<file path="config.mk">
export PLATFORM = sky130hd
export DESIGN_NAME = crcs_rf
export DESIGN_NICKNAME = d
export VERILOG_FILES = /design/src/hw/rtl/crcs_rf.sv
export SDC_FILE = /design/constraint.sdc
export NUM_CORES = 1
export LEC_CHECK = 0
export ABC_CLOCK_PERIOD_IN_PS = 2000
export BUFFER_PORTS_ARGS = -buffer_cell sky130_fd_sc_hd__buf_2
export CORE_UTILIZATION = 47
export DETAILED_ROUTE_END_ITERATION = 16
export GPL_TIMING_DRIVEN = 0
export SLEW_MARGIN = 20
export SYNTH_ARGS = -nofsm -noshare
export SYNTH_HDL_FRONTEND = slang
export SYNTH_SLANG_ARGS = --single-unit
</file>
<file path="constraint.sdc">
create_clock -name clk_i -period 2 [get_ports clk_i]
set_input_delay 0.1 -clock clk_i [delete_from_list [all_inputs] [get_ports clk_i]]
set_output_delay 0.1 -clock clk_i [all_outputs]
set_load 0.1 [all_outputs]
</file>
<file path="src/hw/rtl/crcs_rf.sv">
// Register file: 16 x 32 memory with per-entry valid bits (reads zero until written).
`default_nettype none
module crcs_rf (
  input  wire logic        clk_i,
  input  wire logic        rst_ni,
  input  wire logic [3:0]  raddr_i,
  output logic      [31:0] rdata_o,
  input  wire logic        we_i,
  input  wire logic [3:0]  waddr_i,
  input  wire logic [31:0] wdata_i
);

  logic [31:0] mem_q [16];
  logic [15:0] valid_q;
  logic [31:0] rd_q;
  logic        rd_valid_q;

  // Storage and registered read
  always_ff @(posedge clk_i) begin
    if (we_i) begin
      mem_q[waddr_i] <= wdata_i;
    end
    rd_q <= mem_q[raddr_i];
  end

  // Valid bits stand in for the zero reset of the array
  always_ff @(posedge clk_i or negedge rst_ni) begin
    if (!rst_ni) begin
      valid_q    <= '0;
      rd_valid_q <= 1'b0;
    end else begin
      if (we_i) begin
        valid_q[waddr_i] <= 1'b1;
      end
      rd_valid_q <= valid_q[raddr_i];
    end
  end

  assign rdata_o = rd_valid_q ? rd_q : 32'd0;

endmodule
`default_nettype wire

</file>
==> impl_metrics.toml <==
[outcome]
outcome = "finished, final reports clean"

[grt]
grt_antenna_before_repair = 4
grt_usage_pct = 21.3
overflow = 0
grt_pass1_wl_mm = 67.8
first_global_vias = 10200
grt_max_degree = 19

[detailed_routing]
vias = 9884
drt_first_iter_violations = 843
ant_nets = 0
routedLengthMet1_mm = 20.6
vias_per_cell = 5.66
drc_errors = 0
route.met2.wl_mm = 21.6
wl_per_cell_um = 26.3
wl_met3_mm = 2.70
routed.top_layer = "met5"
dr.pass1.iters = 5
wl_mm = 46.0

[placement]
io_buffers = 72
dp_hpwl_mm = 28.8
place.gp.congestion = 0.710

[timing]
finalHoldViolCount = 0
tightest_slew_ps = 937
period_share_pct = 98.4
fmax_mhz = 508
whs_ps = 52.0
min_period_ps = 1970
fin_setup_tns_ps = 0
max-slew-margin-rel_pct = 37.5
setup_viol = 0
clock_skew_ps = 16.7
slew_violations = 0

[clock_network]
cts_max_level = 2
clock_latency_ps = 600
cts_made_buffers = 56
root_buffer = "clkbuf_16"
cts.clk_slew.worst_paths_ps = 60
clockBufferDepth = 3
cts_tree = "yes"
cts_sinks = 561

[floorplan]
start_util_pct = 48.0
num_rows = 76
die_w_um = 213
io_pins = 75
die_h_um = 213
die-area_um2 = 45200
core_area_um2 = 43500

[worst_setup_path]
worstSetupStartpointType = "flop"
r2r_end = "rd_q[26]$_DFF_P_"
worstSetupPathType = "reg2out"
cp.arrival_ps = 1870
reg2reg_slack_ps = 640
reg2reg_depth = 3
cp.required_ps = 1900
path_max_fanout = 10
reg2reg_from = "mem_q[2][26]$_DFFE_PP_"
endpoint_kind = "primary output"

[synthesis]
synth_top_area_share_pct = 73.7
postSynthCellCount = 915
synth_top_cell_by_area = "edfxtp_1"
syn_nets = 958
syn_avg_cell_area_um2 = 22.8
synth.area.top_cells = "edfxtp_1, mux4_2, dfxtp_1"
yosys_warnings = 0
ys_ff_latch = 561
netlist_area_um2 = 20900
ys_types = 22
yosysSeqAreaShare_pct = 78.8

[power]
p_leak_uw = 0.00833
irDropWorstVdd_mv = 0.792
powerDensity_nw_per_um2 = 1030

[cells_and_area]
area_growth_pct = 20.7
drive_gt1_share_pct = 31.2
diodes = 0
fin_nets = 1157

[min_path]
min_from = "waddr_i[0]"
hold_depth = 2
hold_class = "in2reg"
min_to = "mem_q[12][25]$_DFFE_PP_"

[flow_run]
maxCapViolations = 0
-- where the power goes --
part	internal [µW]	switching, µW	total (µW)
combinational	760	1520	2280
sequential	13100	102	13200
clock	6120	4320	10400
-- worst max-delay path by stage --
stage | depth (start not counted) | from | slack (ps) | endpoint
final | 3 | rd_valid_q$_DFF_PN0_ | 30 | rdata_o[20]
after global routing | 3 | rd_valid_q$_DFF_PN0_ | -0.8 | rdata_o[20]
after CTS | 3 | rd_valid_q$_DFF_PN0_ | 8 | rdata_o[13]
after detailed placement | 6 | raddr_i[1] | -250 | rd_q[15]$_DFF_P_
after global placement | 3 | waddr_i[2] | -2280 | mem_q[2][1]$_DFFE_PP_
after floorplan | 2 | waddr_i[2] | -430 | mem_q[1][0]$_DFFE_PP_
-- critical path, stage by stage (launching register included) --
cell      delay [ps]
dfrtp_2          470
clkbuf_4         290
and2_1           260
buf_6            250
-- Yosys cell counts --
master    count
nor2_1       13
nor2b_1       2
nor3_1        4
buf_8         2
buf_2        12
a22oi_1      66
buf_1         3
buf_6         2
dfrtp_1      17
mux4_2      113
or3b_2        1
edfxtp_1    512
nand2_1      34
dfxtp_1      32
buf_12        6
clkbuf_1     23
nand2b_1      2
nand3_1       1
and2_1       33
mux4_1       19
or2_2        16
nand3b_1      2
-- cells by family after synthesis --
logic type / Yosys count / synth area share [%]
multiplexers: 132 / 14.6
buffers and inverters: 48 / 1.58
AND/OR/NAND/NOR: 108 / 2.67
AO/OA/AOI/OAI: 66 / 2.37
flip-flops: 561 / 78.8
-- state kept, by name, indices dropped and copies added (netlist names) --
| signal | count |
|---|---|
| rd_valid_q | 1 |
| mem_q | 512 |
| valid_q | 16 |
| rd_q | 32 |
-- layout by cell type (no fill, tap or decap), drive strengths merged --
master	synthesis	layout
or3b	1	1
nor3	4	4
clkinvlp	0	2
bufinv	0	5
dfxtp	32	32
nand2	34	34
nand3b	2	2
mux4	132	132
nor2b	2	2
a22oi	66	66
dfrtp	17	17
or2	16	16
inv	0	3
clkbuf	23	97
edfxtp	512	512
clkinv	0	22
and2	33	33
nand3	1	1
dlygate4sd3	0	34
buf	25	132
nand2b	2	2
nor2	13	13
-- final cells by class --
class	count	area, µm²
plain buffers	48	339
clock buffers	74	1560
clock inverters	32	289
fillers	3198	18300
multi-input cells	306	4230
flip-flops and latches	561	16400
well taps	585	732
repair buffers	141	1600
-- layer usage --
layer / vias up / track usage [%]
met5: - / 0
met4: 4 / 6.72
met3: 71 / 3.63
met2: 317 / 32.6
met1: 5234 / 31.4
li1: 4258 / -
-- metrics by stage --
stage / area (µm²) / cells / util, % / total power, µW / setup slack, ps
after detailed placement: 22900 / 1607 / 52.7 / 15700 / -249
after floorplan: 20900 / 915 / - / 15000 / -427
after CTS: 25200 / 1747 / 58.0 / 26200 / 8.15
after global placement: 22000 / 1572 / 50.7 / 15600 / -2280
after global routing: 25200 / 1747 / 58.0 / 26700 / -0.841
final: 25200 / 1747 / 58.0 / 26000 / 31.3
-- what timing repair did --
action | 4_1_cts | 5_1_grt
hold endpoints to repair | 529 | 0
setup endpoints to repair | 30 | 1
setup buffers | 0 | 0
gates resized for setup | 38 | 1
hold buffers | 34 | 0
No activity file was read; power rests on OpenSTA's default activity.
