--- src/hw/rtl/crcs_div.sv ---
// Iterative 32-bit unsigned divider, one quotient bit per cycle.
`default_nettype none
module crcs_div (
  input  wire logic        clk_i,
  input  wire logic        rst_ni,
  input  wire logic        start_i,
  input  wire logic [31:0] dividend_i,
  input  wire logic [31:0] divisor_i,
  output logic             busy_o,
  output logic      [31:0] quot_o
);

  logic [5:0]  cnt_q, cnt_d;
  logic [31:0] rem_q, rem_d;
  logic [31:0] quot_q, quot_d;
  logic [31:0] dvs_q, dvs_d;
  logic [32:0] trial;
  logic        fits;

  // Restoring step; a zero divisor always fits and yields all ones
  always_comb begin
    trial  = {rem_q, quot_q[31]};
    fits   = trial >= {1'b0, dvs_q};
    cnt_d  = cnt_q;
    rem_d  = rem_q;
    quot_d = quot_q;
    dvs_d  = dvs_q;
    if (start_i) begin
      cnt_d  = 6'd32;
      rem_d  = '0;
      quot_d = dividend_i;
      dvs_d  = divisor_i;
    end else if (cnt_q != 6'd0) begin
      cnt_d  = cnt_q - 6'd1;
      rem_d  = fits ? 32'(trial - {1'b0, dvs_q}) : trial[31:0];
      quot_d = {quot_q[30:0], fits};
    end
  end

  always_ff @(posedge clk_i or negedge rst_ni) begin
    if (!rst_ni) begin
      cnt_q <= '0;
    end else begin
      cnt_q <= cnt_d;
    end
  end

  always_ff @(posedge clk_i) begin
    rem_q  <= rem_d;
    quot_q <= quot_d;
    dvs_q  <= dvs_d;
  end

  assign busy_o = cnt_q != 6'd0;
  assign quot_o = quot_q;

endmodule
`default_nettype wire
--- config.mk ---
export PLATFORM = sky130hd
export DESIGN_NAME = crcs_div
export DESIGN_NICKNAME = d
export VERILOG_FILES = /design/src/hw/rtl/crcs_div.sv
export SDC_FILE = /design/constraint.sdc
export NUM_CORES = 1
export LEC_CHECK = 0
export BUFFER_PORTS_ARGS = -buffer_cell sky130_fd_sc_hd__clkbuf_2
export CAP_MARGIN = 20
export CELL_PAD_IN_SITES_DETAIL_PLACEMENT = 1
export CELL_PAD_IN_SITES_GLOBAL_PLACEMENT = 1
export CORE_AREA = 2 2 138 140
export DETAILED_ROUTE_END_ITERATION = 10
export DIE_AREA = 0 0 140 142
export GPL_ROUTABILITY_DRIVEN = 1
export PLACE_DENSITY_LB_ADDON = 0.08
export SETUP_SLACK_MARGIN = 0.2
export SLEW_MARGIN = 40
export SYNTH_ARGS = -nofsm -noshare
export SYNTH_HDL_FRONTEND = slang
export SYNTH_SLANG_ARGS = --single-unit
--- constraint.sdc ---
create_clock -name clk_i -period 2.78 [get_ports clk_i]
set_input_delay 0.556 -clock clk_i [delete_from_list [all_inputs] [get_ports clk_i]]
set_output_delay 0.556 -clock clk_i [all_outputs]
set_load 0.005 [all_outputs]
==> results of run 1 <==
## flip-flops by register name (all words and copies together), names as in the netlist
name,cells
rem_q,32
quot_o,32
dvs_q,32
cnt_q,6
## cells in the final DEF, fill, tap and decap left out, types with 11 or more instances in the layout
cell type,instances
nand4_1,12
nor2_1,51
nand2_1,31
a21oi_1,23
buf_4,54
dfxtp_1,32
edfxtp_1,64
clkbuf_2,98
a311oi_1,12
ha_1,16
mux2_2,32
xnor2_1,14
inv_1,45
nand3_1,34
clkbuf_16,11
o21ai_1,21
## cell families after synthesis
kind of cell | Yosys count
compound gates | 168
xor+xnor | 22
fa+ha+maj | 34
buf+inv | 89
flops | 102
mux | 37
simple gates | 194
## worst max-delay path: stages, from the launching register on
cell       delay (ns)
edfxtp_1         0.42
inv_2            0.09
ha_4             0.20
nor2b_4          0.13
o31a_4           0.35
o2111ai_4        0.27
a41o_1           0.30
nand3b_1         0.20
a221oi_2         0.28
xnor2_1          0.12
o32ai_1          0.22
## synthesized netlist by cell type (all sizes together) (10+ instances only)
cell / count
edfxtp: 64
nor2: 52
inv: 46
nand3: 36
ha: 33
nand2: 33
o21ai: 33
clkbuf: 32
dfxtp: 32
mux2: 32
a21oi: 29
a311oi: 19
xnor2: 14
nand4: 12
a211oi: 11
a31oi: 11
buf: 11
nor3: 11
a21o: 10
## power breakdown
group	internal, uW	switching, uW	total, uW
combinational	2000	2450	4440
sequential	2030	309	2340
clock	640	687	1330
## routing by layer
| layer | vias to the layer above | track usage | wire (um) |
|---|---|---|---|
| met3 | 16 | 0.0373 | 865 |
| li1 | 2687 | - | - |
| met2 | 109 | 0.350 | 9530 |
| met5 | - | 0 | 0 |
| met1 | 2734 | 0.264 | 9190 |
| met4 | 0 | 0.0574 | 268 |
## worst paths after layout
check | end | slack (ns) | cells past startpoint | from
hold / removal | cnt_q[4] | 0.003 | 1 | rst_ni
max in group asynchronous | cnt_q[0] | 2.62 | 1 | rst_ni
setup / recovery | rem_q[27] | 0.12 | 10 | dvs_q[1]
setup reg to reg | rem_q[27] | 0.12 | 10 | dvs_q[1]
hold reg to reg | rem_q[31] | 0.50 | 2 | rem_q[31]
min in group clk_i | dvs_q[29] | 0.36 | 1 | divisor_i[29]
## metrics by stage
stage	worst slack, ns	hold slack, ns	instance area (um^2)	cells	power [uW]
after floorplan	0.145	0.260	6290	646	4860
after global placement	0.0678	0.390	7320	988	6180
after detailed placement	-0.0390	0.401	7320	988	6260
after CTS	0.117	0.00208	7950	1011	7950
after global routing	-0.0211	0.00884	8150	1014	8690
final	0.121	0.00326	8150	1014	8110
## layout make-up
type | instances | area [um^2] | area share
multi-input combinational | 455 | 3630 | 0.445
sequential | 102 | 2710 | 0.333
timing repair buffer | 161 | 1050 | 0.128
tap | 234 | 293 | 0.0359
clock buffer | 9 | 225 | 0.0276
inverter | 46 | 173 | 0.0212
clock inverter | 7 | 73.8 | 0.00906
## repair_timing
item	4_1_cts	5_1_grt
pin swaps	22	21
gates resized for setup	53	30
hold buffers	0	0
gates cloned	1	2
setup endpoints to repair	33	33
buffers inserted	6	1
==> out/metrics.yaml, run 1 <==
run_status:
  status: "complete, but fails checks"
  violations: "design-rule violations"
synthesis:
  ys_seq_area_frac: 0.431
  netlist.area_leader.share: 0.306
  syn-instance-count: 646
  synth_simple_gate_area_frac: 0.153
  async_flop_share: 0.0588
  syn_nets: 747
  yosys_warnings: 0
  synth_xor_area_frac: 0.0306
  synth_edf_count: 64
  muxShareOfSynthArea: 0.0652
  ys.flop_type: "edfxtp_1"
  syn_avg_cell_area_um2: 9.74
  synth_top_family_by_area: "compound AO/OA/AOI/OAI gates"
  yosys_register_bits: 102
  yosys-top-cells-area: "edfxtp_1 (31%), dfxtp_1 (10%), ha_1 (6.6%), mux2_2 (5.7%), nor2_1 (3.1%)"
  synth_compound_gate_area_share: 0.195
  synth_largest_area_cell: "edfxtp_1"
  synth_fa_ha_area_frac: 0.0688
  synth_cell_types: 65
  synth_area_um2: 6290
die:
  start_util: 0.341
  fp-row-count: 50
  fp.dieH_um: 142
  core_area_um2: 18500
  ios: 100
  dieArea_um2: 19900
  dieWidth_um: 140
sta:
  rsz0062_at_grt: "true"
  skew_ns: 0.00879
  setup_violations: 0
  post-route-period-util: 0.956
  relSlewSlack: 0.673
  finalHoldViolCount: 0
  period_minus_slack_ns: 2.66
  tightest_slew_ns: 0.491
  fin_tns_setup_ns: 0
  max_clock_freq_ghz: 0.376
  final_max_slew_viol_count: 0
critical_path:
  critical_path_required_ns: 3.06
  crit_arrival_ns: 2.94
  cp-start-kind: "flip-flop"
  critPathKind: "flip-flop to flip-flop"
  worstSetupEndpointType: "flip-flop"
  cp_max_fo: 4
detailed_routing:
  routed_wl_um: 19900
  drt-pass1-iter-count: 9
  drc: 1
  vias: 5546
  drt_iter0_markers: 228
  antenna_left: 0
  avgRoutedWirePerCell_um: 19.6
  viasPerCell: 5.47
pwr:
  leakagePower_uw: 0.00341
  max-vdd-ir-drop_mv: 0.349
  p_per_area_nw_per_um2: 995
global_routing:
  overflow: 0
  grt_start_max_net_pins: 41
  grt_pass1_vias: 5944
  grt_pass1_wl_um: 32000
  grt_usage: 0.204
  antenna_found_initial: 0
final_layout:
  antenna_cells: 0
  nNetsFinal: 876
  area_growth_pct: 29.6
  drive_above_1_share: 0.365
  fillers: 2044
  utilization: 0.442
place:
  portBuffers: 99
  hpwl_um: 14300
  place.gp.congestion: 0.848
min_path:
  min_path_type: "input pin to async pin"
cts:
  htreeDepth: 3
  tritoncts: "done"
  cts_root_buffer: "clkbuf_16"
  clock-sinks: 102
  clk_pin_slew_ns: 0.08
  clkLatencyLatePin_ns: 0.37
  cts_buffers: 9
  clockBufferDepth: 2
run:
  maxCapViolations: 0
(Power assumes the default switching activity.)
==> run 2, diff against run 1 <==
==> constraint.sdc (replaced) <==
create_clock -name clk_i -period 2.78 [get_ports clk_i]
set_input_delay 0.139 -clock clk_i [delete_from_list [all_inputs] [get_ports clk_i]]
set_output_delay 0.139 -clock clk_i [all_outputs]
set_load 0.005 [all_outputs]
==> out/metrics.yaml, run 2 (synthesis results as in run 1) <==
run_status:
  status: "complete, but fails checks"
  violations: "design-rule violations"
cts:
  htreeDepth: 3  # unchanged
  tritoncts: "done"
  clk_pin_slew_ns: 0.09  # about the same
  clockBufferDepth: 2  # unchanged
  clkLatencyLatePin_ns: 0.37  # about the same
  cts_root_buffer: "clkbuf_16"
  clock-sinks: 102  # unchanged
  cts_buffers: 9  # unchanged
die:
  dieArea_um2: 19900  # unchanged
  start_util: 0.341  # unchanged
  dieWidth_um: 140  # unchanged
  core_area_um2: 18500  # unchanged
  fp.dieH_um: 142  # unchanged
  ios: 100  # unchanged
  fp-row-count: 50  # unchanged
pwr:
  max-vdd-ir-drop_mv: 0.407  # +17%
  p_clk_frac: 0.157  # -0.007
  total_power_uw: 8690  # +7.1%
  combPwrFrac: 0.570  # +0.022
  switching_share: 0.427  # +0.00268
  leakagePower_uw: 0.00370  # +8.6%
  internal-power_uw: 4980  # +6.6%
  seq_power_share: 0.273  # -0.016
  p_switching_uw: 3710  # +7.8%
  p_per_area_nw_per_um2: 970  # -2.5%
critical_path:
  cp_slowest_cell: "edfxtp_1"
  cp_cell_sequence: "inv_2 -> ha_4 -> nor2b_4 -> o31a_4 -> o2111ai_4 -> a311oi_4 -> o21bai_4 -> a21o_4 -> buf_6 -> clkbuf_16 -> nand3_2 -> a311oi_1"
  worstSetupEndpointType: "flip-flop"
  critPathKind: "flip-flop to flip-flop"
  crit_arrival_ns: 2.98  # +0.04 ns
  cp_max_fo: 6  # +2
  cp-start-kind: "flip-flop"
  cp_num_buf_inv: 3  # +2
  critical-path-top-delay-family: "compound AO/OA/AOI/OAI gates"
  slowest_delay_ns: 0.42  # about the same
  critical_path_required_ns: 3.04  # -0.02 ns
final_layout:
  nNetsFinal: 921  # +5.1%
  area_growth_pct: 42.4
  utilization: 0.485  # +0.0437
  antenna_cells: 0  # unchanged
  layout_commonest_cell: "clkbuf_2"
  regArea_um2: 2710  # unchanged
  multi_input_area_um2: 3930  # +8.4%
  layout_common_cells: "clkbuf_2 (98), edfxtp_1 (64), buf_4 (58), nor2_1 (49), inv_1 (44)"
  drive_above_1_share: 0.416  # +0.0504
  fillers: 2024  # -0.98%
  instances_no_fill: 1059  # +4.4%
sta:
  rsz0062_at_grt: "true"
  hold_slack_ns: 0.0629  # +0.0597 ns
  max_clock_freq_ghz: 0.368  # -2.3%
  setup_ws_ns: 0.0599  # -0.0613 ns
  relSlewSlack: 0.582  # -0.0909
  post-route-period-util: 0.978  # +0.0221
  final_max_slew_viol_count: 0  # unchanged
  skew_ns: 0.0140  # +0.00519 ns
  setup_violations: 0  # unchanged
  period_minus_slack_ns: 2.72  # +0.0613 ns
  finalHoldViolCount: 0  # unchanged
  tightest_slew_ns: 0.627  # +0.136 ns
global_routing:
  antenna_found_initial: 0  # unchanged
  grt_usage: 0.203  # -0.00102
  grt_pass1_vias: 5957  # +0.22%
  grt_pass1_wl_um: 32000  # -0.15%
  grt_start_max_net_pins: 63  # +54%
  overflow: 0  # unchanged
place:
  place.gp.congestion: 0.842  # -0.70%
  portBuffers: 99  # unchanged
  hpwl_um: 14000  # -2.2%
  dp.cells: 986  # -0.20%
  place_ws_ns: -0.0334  # +0.00560 ns
detailed_routing:
  antenna_left: 0  # unchanged
  routed_wl_um: 20400  # +2.8%
  viasPerCell: 5.41  # -1.0%
  vias: 5733  # +3.4%
  drt-pass1-iter-count: 10  # +1
  drc: 1  # unchanged
  avgRoutedWirePerCell_um: 19.3  # -1.5%
  drt_iter0_markers: 240  # +5.3%
run:
  maxCapViolations: 0  # unchanged
min_path:
  min_path_type: "input pin to flip-flop"
-- run 2: cell count changes in the layout (fill, tap and decap cells not counted), moves of 4 or more --
cell	previous run	this run
ha_4	8	13
dlygate4sd3_1	0	33
nand3_2	0	15
buf_4	54	58
a311oi_1	12	6
buf_6	4	9
o21ai_2	2	6
nand3_1	34	19
a311oi_2	5	12
-- run 2: area by class of cell --
type / count / share of cell area
multi-input combinational: 455 / 0.439
tap: 234 / 0.0327
inverter: 46 / 0.0193
timing repair buffer: 206 / 0.170
sequential: 102 / 0.303
clock buffer: 9 / 0.0252
clock inverter: 7 / 0.0108
-- run 2: final timing paths --
kind | depth (start not counted) | start | end | slack, ns
setup / recovery | 12 | dvs_q[1] | rem_q[19] | 0.06
hold / removal | 2 | dividend_i[17] | quot_o[17] | 0.06
setup reg to reg | 12 | dvs_q[1] | rem_q[19] | 0.06
hold reg to reg | 2 | rem_q[31] | rem_q[31] | 0.52
max in group asynchronous | 2 | rst_ni | cnt_q[3] | 2.49
min in group asynchronous | 2 | rst_ni | cnt_q[1] | 0.13
-- run 2: stage by stage --
step           setup TNS [ns]  cell area (um^2)
6_report                    0              8950
3_3_place_gp                0              7330
3_5_place_dp          -0.0334              7330
4_1_cts                     0              8310
2_1_floorplan               0              6290
5_1_grt               -0.0925              8950
-- run 2: layer usage --
metal	part of all wire	track usage	wire length, um
met2	0.50	0.351	10100
met4	0.0096	0.0468	195
met3	0.048	0.0441	973
met1	0.45	0.260	9130
met5	0	0	0
-- run 2: repair_timing --
action                                  CTS  global route
pin swaps                                17            60
hold buffers                             33             0
setup buffers                             5            17
endpoints found under the setup margin   33            33
cloned                                    1             1
gates resized for setup                  51            98
endpoints found under the hold margin    38             0
-- run 2: power by group through the flow --
stage | Combinational (uW) | Clock [uW] | Sequential [uW]
finish | 4950 | 1360 | 2370
global route | 5380 | 1460 | 2430
CTS | 4290 | 1410 | 2330
detailed placement | 3950 | 0 | 2330
global placement | 3890 | 0 | 2320
floorplan | 2590 | 0 | 2270
==> run 3, diff against run 2 <==
--- a/config.mk
+++ b/config.mk
@@ -9,10 +9,10 @@
 export CAP_MARGIN = 20
 export CELL_PAD_IN_SITES_DETAIL_PLACEMENT = 1
 export CELL_PAD_IN_SITES_GLOBAL_PLACEMENT = 1
-export CORE_AREA = 2 2 138 140
+export CORE_AREA = 2 2 129 131
 export DETAILED_ROUTE_END_ITERATION = 10
-export DIE_AREA = 0 0 140 142
-export GPL_ROUTABILITY_DRIVEN = 1
+export DIE_AREA = 0 0 131 133
+export GPL_ROUTABILITY_DRIVEN = 0
 export PLACE_DENSITY_LB_ADDON = 0.08
 export SETUP_SLACK_MARGIN = 0.2
 export SLEW_MARGIN = 40
==> out/metrics.yaml, run 3 (synthesis results as in run 1) <==
pwr:
  p_per_area_nw_per_um2: 960  # -1.0%
  max-vdd-ir-drop_mv: 0.386  # -5.3%
  leakagePower_uw: 0.00357  # -3.5%
global_routing:
  grt_pass1_wl_um: 31400  # -1.7%
  antenna_found_initial: 0  # unchanged
  grt_start_max_net_pins: 73  # +16%
  grt_usage: 0.230  # +0.0270
  overflow: 0  # unchanged
  grt_pass1_vias: 6011  # +0.91%
die:
  core_area_um2: 16200  # -12%
  dieWidth_um: 131  # -6.4%
  ios: 100  # unchanged
  start_util: 0.389  # +0.0481
  fp.dieH_um: 133  # -6.3%
  fp-row-count: 47  # -6.0%
  dieArea_um2: 17400  # -12%
run:
  maxCapViolations: 0  # unchanged
cts:
  cts_root_buffer: "clkbuf_16"
  clockBufferDepth: 2  # unchanged
  clock-sinks: 102  # unchanged
  clk_pin_slew_ns: 0.08  # about the same
  clkLatencyLatePin_ns: 0.37  # about the same
  htreeDepth: 3  # unchanged
  cts_buffers: 9  # unchanged
  tritoncts: "done"
place:
  hpwl_um: 13900  # -0.68%
  portBuffers: 99  # unchanged
sta:
  final_max_slew_viol_count: 0  # unchanged
  finalHoldViolCount: 0  # unchanged
  relSlewSlack: 0.712  # +0.130
  skew_ns: 0.0102  # -0.00378 ns
  rsz0062_at_grt: "true"
  period_minus_slack_ns: 2.74  # +0.0176 ns
  max_clock_freq_ghz: 0.365  # -0.64%
  post-route-period-util: 0.985  # +0.00633
  fin_tns_setup_ns: 0  # unchanged
  setup_violations: 0  # unchanged
  tightest_slew_ns: 0.432  # -0.196 ns
critical_path:
  reg2reg_slack_ns: 0.04  # -0.02 ns
  cp-start-kind: "flip-flop"
  crit_arrival_ns: 2.98  # about the same
  critPathKind: "flip-flop to flip-flop"
  cp_max_fo: 9  # +3
  worstSetupEndpointType: "flip-flop"
  critical_path_required_ns: 3.03  # about the same
detailed_routing:
  drt_iter0_markers: 319  # +33%
  vias: 5693  # -0.70%
  routed_wl_um: 20400  # about the same
  drc: 0  # -1
  antenna_left: 0  # unchanged
  drt-pass1-iter-count: 4  # -6
  avgRoutedWirePerCell_um: 19.8  # +2.9%
  viasPerCell: 5.54  # +2.3%
run_status:
  status: "finished, final reports clean"
final_layout:
  fillers: 1805  # -11%
  utilization: 0.532  # +0.0469
  antenna_cells: 0  # unchanged
  drive_above_1_share: 0.363  # -0.0531
  layout_common_cells: "clkbuf_2 (98), edfxtp_1 (64), nor2_1 (52), buf_4 (45), inv_1 (44)"
  nNetsFinal: 904  # -1.8%
  area_growth_pct: 36.8
  layout_commonest_cell: "clkbuf_2"
min_path:
  min_path_type: "input pin to flip-flop"
run 3: changes by cell type in the layout (fill, tap and decap cells not counted), sizes merged:
cell and change:
clkinvlp +1, buf -19, clkbuf +2, inv -1
run 3: repair_timing:
item,CTS,global route
cloned,0,4
buffers inserted,4,8
gates resized for setup,40,61
hold buffers,33,0
setup endpoints to repair,33,33
endpoints found under the hold margin,38,0
pin swaps,8,38
run 3: worst paths after layout:
path                                 from         end  cells after the start
max                              rem_q[2]   rem_q[26]                     10
min                        dividend_i[16]  quot_o[16]                      2
max reg2reg                      rem_q[2]   rem_q[26]                     10
min reg2reg                     rem_q[31]   rem_q[31]                      2
max in group asynchronous          rst_ni    cnt_q[1]                      2
min in group asynchronous          rst_ni    cnt_q[2]                      2
run 3: report_power, final:
group | switching, uW | internal (uW) | leakage [uW]
logic | 2540 | 2030 | 0.00244
clock network | 686 | 646 | 0.000148
registers | 327 | 2030 | 0.000988
run 3: critical path, stage by stage (launching register included):
cell and delay [ns]:
dfxtp_1 0.37, ha_4 0.32, o21a_1 0.19, o31a_4 0.19, o2111ai_4 0.18, a311oi_4 0.41, o21bai_4 0.14, a21o_4 0.26
buf_12 0.14, a32oi_1 0.30, o31ai_4 0.12
run 3: routing by layer:
metal  track usage  wire length [um]
met1         0.290              8960
met2         0.393             10100
met3        0.0538              1060
met4        0.0585               274
met5             0                 0
run 3: area by class of cell:
class	instances	area (um^2)	area share
clock buffer	9	225	0.0262
inverter	46	173	0.0201
tap	220	275	0.0320
multi-input combinational	455	3750	0.435
timing repair buffer	189	1390	0.161
clock inverter	7	87.6	0.0102
sequential	102	2710	0.315
run 3: metrics by stage:
stage	hold slack (ns)	area, um^2	power, uW	instances	setup WS [ns]
after floorplan	-0.157	6290	4860	646	0.145
after global placement	-0.0325	7250	6050	963	0.0285
after detailed placement	-0.0291	7250	6180	963	-0.00783
after CTS	0.0543	8150	7880	1016	0.122
after global routing	0.0648	8610	8800	1028	-0.0536
final	0.0606	8610	8260	1028	0.0423
